## src/sv/mpc_pkg.sv

```systemverilog
// Shared definitions for the magic prefix classifier.
// Holds the opcode type and the command/status structs between controller and datapath.
// No dependencies.
package mpc_pkg;

    // Item opcodes
    typedef enum logic [1:0] {
        OP_CLEAR    = 2'd0,
        OP_SIG_BYTE = 2'd1,
        OP_BUF_BYTE = 2'd2,
        OP_END_BUF  = 2'd3
    } op_t;

    // Controller to datapath commands
    typedef struct packed {
        logic apply;        // perform a clear, signature byte or buffer byte item
        logic search_init;  // start a search at entry 0, byte 0
        logic next_entry;   // move to the next entry, byte 0
        logic next_byte;    // move to the next byte of the current entry
        logic finish_hit;   // report the current entry as matched
        logic finish_miss;  // report no match
    } cmd_t;

    // Datapath to controller status
    typedef struct packed {
        logic count_zero;   // table is empty
        logic entry_last;   // current entry is the last committed one
        logic len_over;     // current signature is longer than the buffer
        logic byte_eq;      // current signature byte equals header byte
        logic byte_last;    // current byte is the last of the signature
    } status_t;

endpackage

```

## src/sv/mpc_controller.sv

```systemverilog
// Controller of the magic prefix classifier: accepts items and sequences the
// entry-by-entry search. Uses mpc_pkg.
module mpc_controller (
    input  logic             clk,
    input  logic             rst_n,
    input  logic             start,
    input  logic [1:0]       op,
    input  mpc_pkg::status_t status,
    output mpc_pkg::cmd_t    cmd,
    output logic             busy
);

    typedef enum logic [2:0] {
        ST_IDLE,
        ST_LEN_WAIT,
        ST_LEN_CHK,
        ST_BYTE_WAIT,
        ST_BYTE_CHK
    } state_t;

    state_t state_reg, state_next;
    logic   busy_reg;
    logic   accept;

    assign accept = start && !busy_reg;

    // Next state and commands
    always_comb
    begin
        state_next = state_reg;
        cmd        = '0;
        case (state_reg)
            ST_IDLE:
            begin
                if (accept)
                begin
                    if (op == mpc_pkg::OP_END_BUF)
                    begin
                        cmd.search_init = 1'b1;
                        if (status.count_zero)
                            cmd.finish_miss = 1'b1;
                        else
                            state_next = ST_LEN_WAIT;
                    end
                    else
                    begin
                        cmd.apply = 1'b1;
                    end
                end
            end
            ST_LEN_WAIT:
            begin
                state_next = ST_LEN_CHK;
            end
            ST_LEN_CHK:
            begin
                // byte 0 data is already read alongside the length
                if (!status.len_over)
                    state_next = ST_BYTE_CHK;
                else if (status.entry_last)
                begin
                    cmd.finish_miss = 1'b1;
                    state_next      = ST_IDLE;
                end
                else
                begin
                    cmd.next_entry = 1'b1;
                    state_next     = ST_LEN_WAIT;
                end
            end
            ST_BYTE_WAIT:
            begin
                state_next = ST_BYTE_CHK;
            end
            ST_BYTE_CHK:
            begin
                if (!status.byte_eq)
                begin
                    if (status.entry_last)
                    begin
                        cmd.finish_miss = 1'b1;
                        state_next      = ST_IDLE;
                    end
                    else
                    begin
                        cmd.next_entry = 1'b1;
                        state_next     = ST_LEN_WAIT;
                    end
                end
                else if (status.byte_last)
                begin
                    cmd.finish_hit = 1'b1;
                    state_next     = ST_IDLE;
                end
                else
                begin
                    cmd.next_byte = 1'b1;
                    state_next    = ST_BYTE_WAIT;
                end
            end
            default:
            begin
                state_next = ST_IDLE;
            end
        endcase
    end

    // State and registered busy
    always_ff @(posedge clk or negedge rst_n)
    begin
        if (!rst_n)
        begin
            state_reg <= ST_IDLE;
            busy_reg  <= 1'b0;
        end
        else
        begin
            state_reg <= state_next;
            busy_reg  <= (state_next != ST_IDLE);
        end
    end

    assign busy = busy_reg;

endmodule

```

## config.mk

```make
export PLATFORM = sky130hd
export DESIGN_NAME = mpc_controller
export DESIGN_NICKNAME = d
export VERILOG_FILES = /design/src/sv/mpc_pkg.sv /design/src/sv/mpc_controller.sv
export SDC_FILE = /design/constraint.sdc
export NUM_CORES = 1
export LEC_CHECK = 0
export BUFFER_PORTS_ARGS = -buffer_cell sky130_fd_sc_hd__buf_2
export CORE_AREA = 4 4 41 43
export CTS_CLUSTER_SIZE = 12
export DETAILED_ROUTE_END_ITERATION = 6
export DIE_AREA = 0 0 45 47
export MAX_ROUTING_LAYER = met4
export SLEW_MARGIN = 40
export SYNTH_ARGS = -nofsm -noshare
export SYNTH_HDL_FRONTEND = slang
export SYNTH_SLANG_ARGS = --single-unit
```

## constraint.sdc

```tcl
create_clock -name clk -period 2.5 [get_ports clk]
set_input_delay 0.375 -clock clk [delete_from_list [all_inputs] [get_ports clk]]
set_output_delay 0.375 -clock clk [all_outputs]
set_load 0.01 [all_outputs]
```

-- Word level (Yosys, flattened, before mapping)
Index checks and enable logic that the tools add are counted.
- bits in registers: 4
- input port bits: 10
- output and inout bits: 7
- word-level logic and storage cells: 38
- equality and inequality tests: 5
- mux-type cells: 27
- reductions and logical operators: 4
- operator list (cell ; count):
    2-to-1 mux 3 bit ; 5
    case mux 3 bit (5 select lines) ; 1
    2-to-1 mux 1 bit ; 14
    2-to-1 mux 2 bit ; 5
    == test 3 x 2 -> 1 bit (second input constant) ; 2
    == test 3 x 1 -> 1 bit (second input constant) ; 1
    == test 3 bit (second input constant) ; 1
    logical NOT 3 bit ; 1
    case mux 1 bit (3 select lines) ; 1
    nonzero test 3 bit ; 1
    == test 2 bit (second input constant) ; 1
    case mux 1 bit (2 select lines) ; 1
    logical AND 1 bit ; 1
    logical NOT 1 bit ; 1

-- Logic depth before layout (Yosys ltp)
Gate-level depths: netlist of run 1.
- depth in word-level cells: 5
- depth in mapped cells: 3
- mapped depth without buffers: 3

-- Least setup slack after synthesis of run 1
No wires, ideal clock.
- kind: reg-to-output
- start: reg state_reg[1]
- end: out cmd[0] (netlist name)
- arrival time: 1060 ps
- required time: 2125 ps
- path slack: 1065 ps
- cell stages (with the launch flop): 4
- path buffers: 0
- cell sequence: dfrtp_1 -> nor2_1 -> nand4_1 -> o21ai_0
- RTL lines (element ; RTL line ; RTL):
    start, declared ; mpc_controller.sv:21 ; state_t state_reg, state_next;
    start signal, assigned ; mpc_controller.sv:118 ; state_reg <= state_next;
    end, declared ; mpc_controller.sv:9 ; output mpc_pkg::cmd_t cmd,

==> impl_metrics.toml, run 1 <==
[status]
status = "finished clean"

[synthesis]
syn_inst = 29
ys_ff_latch = 4
synth_seq_area_share_pct = 38.6
syn_area_um2 = 259
synth_largest_area_cell = "dfrtp_1"
yosysUniqueCellTypes = 18
yosys_warnings = 0
synthFlopType = "dfrtp_1"
synth.avg_cell_area_um2 = 8.93
synth_top_area_share_pct = 38.6
async_flop_share_pct = 100
synth_area_leaders = "dfrtp_1, inv_1, nor4b_2"
synth_fp_nets = 39
synth_edf_count = 0

[floorplan]
num_rows = 13
fp.dieH_um = 47
ios = 17
initial_core_util_pct = 19.9
fp.dieArea_mm2 = 0.00212
die_w_um = 45
core_area_mm2 = 0.00130

[clock_network]
holdBufCountCts = 1
clk_pin_slew_ns = 0.04
cts.path.max_buffers = 2
cts.root.buffer_cell = "clkbuf_4"
cts_setup_buffers = 0
clock_latency_ns = 0.24
cts_tree = "yes"
cts_buffers = 3
cts.sink_count = 4
cts_resized = 0
h-tree-depth = 1

[sta]
period_needed_ns = 1.83
fin_tns_setup_ns = 0
max-slew-margin-rel_pct = 74.5
rsz0062_at_grt = "false"
finalSetupViolations = 0
hold_viol_final = 0
max_slew.worst_pin.slew_ns = 0.378
fin_skew_ns = 0.00378
max_freq_ghz = 0.547
period_share_pct = 73.1
slew_violations = 0

[routing]
routed-via-count = 278
drc = 0
wl_per_cell_um = 10.8
postRouteAntennaNets = 0
drt-pass1-iter-count = 4
wirelength_um = 690
drtIter0Drc = 4
viasPerCell = 4.34

[setup_path]
r2r_slack_ns = 1.29
cpMaxStageDelayCell = "dfrtp_1"
start_kind = "register"
cp_cell_sequence = "nor2_1, nand4_1, o21ai_0, buf_2"
crit_required_ns = 2.12
cp_max_fo = 6
worstPathArrival_ns = 1.45
path_class = "reg2out"
worst_path_largest_cell_delay_ns = 0.42
end_kind = "output pin"

[power]
ir_drop_v = 0.000295
p_leak_nw = 0.225
power_density_mw_per_mm2 = 593

[global_route]
grt_max_degree = 9
grt_util_met2_pct = 8.76
antenna_found_initial = 0
grt.busiest_layer = "met1"
first_global_vias = 248
gr-usage-met1_pct = 9.22
grt.overflow.total = 0
grt_pass1_wl_mm = 1.06
track_usage_pct = 8.61
grt_use_met3_pct = 7.28

[layout]
layout_commonest_cell = "buf_2"
nFillCells = 149
drive_above_1_share_pct = 40.8
fin_nets = 61
layout_common_cells = "buf_2, inv_1, dfrtp_1, nor2_1, clkbuf_4"
largest_reg_flops = 3
final_core_util_pct = 30.0
insertedDiodeCount = 0
area_growth_pct = 50.7

[place]
gp_congestion = 0.662
dp_hpwl_um = 551
io_buffers = 16

[job]
cap_viol_max_count = 0

[min_path]
hp-class = "in2reg"
## cells by family after synthesis
kind of cell / count (synthesis) / synth area share [%]
AOI/OAI and AO/OA: 7 / 17.9
DFF: 4 / 38.6
buffers and inverters: 4 / 5.80
and+or+nand+nor: 14 / 37.7
## final timing paths
kind | cells after the start | from | endpoint
worst max-delay path | 4 | state_reg[1] | cmd[0]
worst min register to register | 1 | state_reg[1] | state_reg[1]
worst max register to register | 3 | state_reg[1] | busy
worst min-delay path | 2 | status[4] | state_reg[0]
min in group asynchronous | 2 | rst_n | state_reg[1]
max in group asynchronous | 2 | rst_n | state_reg[0]
## layer usage
metal	wire length [um]	share of wire, %
met3	97	14
met4	27	3.9
met2	253	37
met1	312	45
met5	0	0
## worst max-delay path, delay by kind of cell (launching register included)
family	cells	cell delay (ns)
buf+inv	1	0.15
simple gates	2	0.46
flops	1	0.42
compound gates	1	0.19
## final cells by class
type,instances,area [um2],area share (%)
timing repair buffer,17,90.1,23.1
multi-input combinational,21,144,36.9
inverter,4,15.0,3.85
tap,15,18.8,4.81
clock buffer,3,22.5,5.77
sequential,4,100,25.6
## per-stage QoR
step | worst slack, ns | std cells | power (W) | hold slack [ns] | area [um2]
floorplan | 1.06 | 29 | 0.000122 | 0.0794 | 259
global placement | 0.909 | 60 | 0.000151 | 0.181 | 358
detailed placement | 0.873 | 60 | 0.000151 | 0.183 | 358
CTS | 0.643 | 64 | 0.000235 | 0.386 | 390
global route | 0.513 | 64 | 0.000254 | 0.384 | 390
finish | 0.673 | 64 | 0.000232 | 0.391 | 390
## report_power, final
group	total [W]	switching [W]	internal [W]
logic	0.0000641	0.0000327	0.0000314
registers	0.0000865	0.0000114	0.0000751
clock network	0.0000811	0.0000273	0.0000537
total	0.000232	0.0000714	0.000160
## cells in the mapped netlist, drive strengths merged (2+ instances only)
| library cell | number |
|---|---|
| dfrtp | 4 |
| inv | 4 |
| o21ai | 2 |
| nor2 | 3 |
| nor2b | 2 |
| o21bai | 2 |
(Power assumes the default switching activity.)
==> run 2: changes to the inputs <==
Settings changed: ABC_AREA from default to 1.
Clock period 2.5 ns to 1.66 ns, I/O delays scaled along.
==> impl_metrics.toml, run 2 <==
[setup_path]
ff2ff_path_depth = 7
cp_max_fo = 4
end_kind = "output pin"
worstPathArrival_ns = 1.22
path_class = "reg2out"
reg2reg_to = "busy"
crit_required_ns = 1.41
r2r_slack_ns = 0.67
start_kind = "register"
r2r_start = "state_reg[2]"

[power]
combPwrFrac_pct = 35.6
power.share.clock_pct = 31.3
power_density_mw_per_mm2 = 804
swShare_pct = 33.8
p_total_w = 0.000370
power_frac_seq_pct = 33.0
ir_drop_v = 0.000373
internal_power_w = 0.000245
p_leak_nw = 0.300
switchingPower_w = 0.000125

[sta]
fin_tns_setup_ns = 0
slew_violations = 0
finalSetupViolations = 0
fin_skew_ns = 0.00107
max-slew-margin-rel_pct = 87.3
max_slew.worst_pin.slew_ns = 0.191
period_share_pct = 88.4
hold_viol_final = 0
max_freq_ghz = 0.682
rsz0062_at_grt = "false"
period_needed_ns = 1.47

[layout]
nFillCells = 154
area_growth_pct = 39.9
layout_commonest_cell = "buf_2"
multi_input_area_um2 = 176
layout_common_cells = "buf_2, nand2_1, inv_1, nand3_1, dfrtp_1"
fin_cells = 87
fin_nets = 84
insertedDiodeCount = 0
final_core_util_pct = 35.4
drive_above_1_share_pct = 40.3
seqCellArea_um2 = 100
fin_area_um2 = 460
largest_reg_flops = 3

[floorplan]
num_rows = 13
fp.dieArea_mm2 = 0.00212
die_w_um = 45
ios = 17
core_area_mm2 = 0.00130
initial_core_util_pct = 25.3
fp.dieH_um = 47

[synthesis]
synth_edf_count = 0
synth_largest_area_cell = "dfrtp_1"
syn_area_um2 = 329
synthFlopType = "dfrtp_1"
synth_seq_area_share_pct = 30.4
synth_area_leaders = "dfrtp_1, nand2_1, inv_1"
yosys_warnings = 0
synth_common_cells = "nand2_1, inv_1, nand3_1, dfrtp_1"
synth.most_common_cell = "nand2_1"
synth_fp_nets = 62
syn_inst = 52
yosysUniqueCellTypes = 14
async_flop_share_pct = 100
synth_top_area_share_pct = 30.4
synth.avg_cell_area_um2 = 6.33
ys_ff_latch = 4

[place]
gp_congestion = 0.725
dp_cells = 83
dp_hpwl_um = 625
io_buffers = 16
place_area_um2 = 428

[clock_network]
clock_latency_ns = 0.23
cts_setup_buffers = 0
cts_buffers = 3
cts.sink_count = 4
cts.path.max_buffers = 2
cts_tree = "yes"
cts.root.buffer_cell = "clkbuf_4"
h-tree-depth = 1
clk_pin_slew_ns = 0.04

[job]
cap_viol_max_count = 0

[routing]
drtIter0Drc = 5
routed-via-count = 356
drc = 0
drt-pass1-iter-count = 2
postRouteAntennaNets = 0
wirelength_um = 699
wl_per_cell_um = 8.03
viasPerCell = 4.09

[global_route]
antenna_found_initial = 0
first_global_vias = 320
track_usage_pct = 7.94
grt.overflow.total = 0
grt_max_degree = 6
grt_pass1_wl_mm = 1.17

[min_path]
hold_end = "state_reg[2]"
hp-start = "status[2]"
min_path_cells = 2
hp-class = "in2reg"

[status]
status = "finished clean"
==> run 2: critical path, cell delays in order, from the launching register on <==
cell and delay, ns:
dfrtp_1 0.41, inv_1 0.09, nand2_1 0.06, nor2_2 0.12, inv_1 0.07, o21ai_1 0.10
buf_2 0.14
==> run 2: final cells by class <==
cell class,count,area share [%]
Clock buffer,3,4.89
Sequential cell,4,21.7
Inverter,14,11.4
Multi-Input combinational cell,34,38.3
Tap cell,15,4.08
Timing Repair Buffer,17,19.6
==> run 2: how the worst max path moves through the flow <==
| stage | start | endpoint | slack, ns |
|---|---|---|---|
| final | state_reg[0] | cmd[3] | 0.19 |
| after global routing | state_reg[0] | cmd[1] | 0.06 |
| after CTS | state_reg[0] | cmd[3] | 0.18 |
| after detailed placement | state_reg[0] | cmd[3] | 0.43 |
| after global placement | state_reg[0] | cmd[3] | 0.43 |
| after floorplan | state_reg[0] | cmd[3] | 0.52 |
==> run 2: kinds of logic (layout without fill, tap and decap cells) <==
| logic type | Yosys count | after routing | share of synthesized area (%) |
|---|---|---|---|
| AND/OR/NAND/NOR | 32 | 32 | 50.6 |
| AO/OA/AOI/OAI | 2 | 2 | 3.04 |
| flip-flops | 4 | 4 | 30.4 |
| buffers and inverters | 14 | 34 | 16.0 |
==> run 2: layer usage <==
| layer | up-vias | track usage (%) | wire length (um) |
|---|---|---|---|
| met5 | - | - | 0 |
| met4 | 0 | 5.26 | 0 |
| met3 | 0 | 2.68 | 37 |
| met2 | 7 | 12.7 | 350 |
| met1 | 150 | 8.28 | 311 |
| li1 | 199 | - | - |
==> run 2: repair_timing <==
action / 4_1_cts / 5_1_grt
hold buffers: 1 / 0
resized for setup: 0 / 0
hold endpoints to repair: 4 / 0
==> run 2: stage by stage <==
stage | hold slack (ns) | setup slack, ns
detailed placement | 0.0551 | 0.429
finish | 0.261 | 0.193
global placement | 0.0567 | 0.431
floorplan | -0.0466 | 0.516
CTS | 0.251 | 0.178
global route | 0.267 | 0.0649
==> run 2: power by group through the flow <==
stage	clock network [W]	registers (W)	logic [W]
after floorplan	0	0.000126	0.0000859
after global placement	0	0.000123	0.000132
after detailed placement	0	0.000123	0.000133
after CTS	0.000124	0.000122	0.000135
after global routing	0.000131	0.000124	0.000150
final	0.000116	0.000122	0.000132
==> run 3: changes to the inputs <==
Settings changed: ABC_AREA 1 to default.
Clock period 1.66 ns to 1.7 ns, I/O delays scaled along.
==> impl_metrics.toml, run 3 (synthesis gave the netlist of run 1 again) <==
[layout]
nFillCells = 150
seqCellArea_um2 = 104
drive_above_1_share_pct = 52.0
layout_commonest_cell = "buf_2"
final_core_util_pct = 33.3
fin_area_um2 = 433
insertedDiodeCount = 0
layout_common_cells = "buf_2, inv_1, clkbuf_4, dfrtp_2"
multi_input_area_um2 = 175
fin_nets = 62
area_growth_pct = 67.1
largest_reg_flops = 3

[routing]
viasPerCell = 4.68
drt-pass1-iter-count = 2
postRouteAntennaNets = 0
wirelength_um = 790
wl_per_cell_um = 12.2
routed-via-count = 304
drtIter0Drc = 2
drc = 0

[clock_network]
cts_tree = "yes"
clk_pin_slew_ns = 0.04
cts.sink_count = 4
cts.path.max_buffers = 2
cts_buffers = 3
cts.root.buffer_cell = "clkbuf_4"
clock_latency_ns = 0.23
h-tree-depth = 1

[sta]
fin_tns_setup_ns = 0
fin_skew_ns = 0.00124
period_needed_ns = 1.61
max-slew-margin-rel_pct = 84.8
period_share_pct = 94.5
max_slew.worst_pin.slew_ns = 0.228
max_freq_ghz = 0.623
finalSetupViolations = 0
slew_violations = 0
hold_viol_final = 0

[global_route]
grt_pass1_wl_mm = 1.17
first_global_vias = 308
antenna_found_initial = 0
grt.overflow.total = 0
track_usage_pct = 8.52
grt_max_degree = 9

[place]
gp_congestion = 0.651
dp_hpwl_um = 602
place_area_um2 = 358
io_buffers = 16

[floorplan]
core_area_mm2 = 0.00130
ios = 17
die_w_um = 45
fp.dieH_um = 47
fp.dieArea_mm2 = 0.00212
initial_core_util_pct = 19.9
num_rows = 13

[setup_path]
worstPathArrival_ns = 1.35
cpMaxStageDelayCell = "dfrtp_2"
r2r_slack_ns = 0.46
end_kind = "output pin"
cp_max_fo = 8
start_kind = "register"
cp_cell_sequence = "nor2_1, nand4_1, buf_4, inv_1, buf_2"
path_class = "reg2out"
worst_path_largest_cell_delay_ns = 0.46
crit_required_ns = 1.44

[power]
p_leak_nw = 0.229
ir_drop_v = 0.000303
power_density_mw_per_mm2 = 834

[job]
cap_viol_max_count = 0

[min_path]
hp-class = "in2reg"

[status]
status = "finished clean"
[run 3: worst paths after layout]
kind	startpoint	endpoint	cells past startpoint
max	state_reg[2]	cmd[4]	5
min	status[4]	state_reg[0]	2
max reg2reg	state_reg[2]	busy	4
min reg2reg	state_reg[1]	state_reg[1]	1
max in group asynchronous	rst_n	state_reg[0]	2
min in group asynchronous	rst_n	state_reg[1]	2
[run 3: cell type report]
| cell class | count | share of cell area, % |
|---|---|---|
| Clock buffer | 3 | 5.20 |
| Inverter | 4 | 3.47 |
| Multi-Input combinational cell | 21 | 40.5 |
| Sequential cell | 4 | 24.0 |
| Tap cell | 15 | 4.34 |
| Timing Repair Buffer | 18 | 22.5 |
[run 3: critical path, delay by kind of cell (launching register included)]
family / cells / cell delay, ns
DFF: 1 / 0.46
buffers and inverters: 3 / 0.33
and+or+nand+nor: 2 / 0.34
[run 3: routing by layer]
layer	up-vias	routed length (um)	track usage, %
met4	0	19	10.5
li1	148	-	-
met3	2	65	2.30
met5	-	0	-
met1	140	317	8.99
met2	14	387	11.6
[run 3: power breakdown]
part / internal (W) / switching (W)
Combinational: 0.0000574 / 0.0000517
Clock: 0.0000787 / 0.0000356
Sequential: 0.000112 / 0.0000255
[run 3: metrics by stage]
step,hold slack (ns),worst slack (ns),instances,total power [W]
after CTS,0.259,0.0288,64,0.000349
after global routing,0.261,-0.00242,65,0.000396
after floorplan,-0.0406,0.385,29,0.000180
after detailed placement,0.0622,0.237,60,0.000225
final,0.260,0.0938,65,0.000361
after global placement,0.0639,0.300,60,0.000222
[run 3: what timing repair did]
item	in CTS	in global routing
resized for setup	1	7
pin swaps	0	2
hold endpoints to repair	4	0
hold buffers	1	0
cloned	0	0
buffers inserted	0	1
setup endpoints to repair	1	2
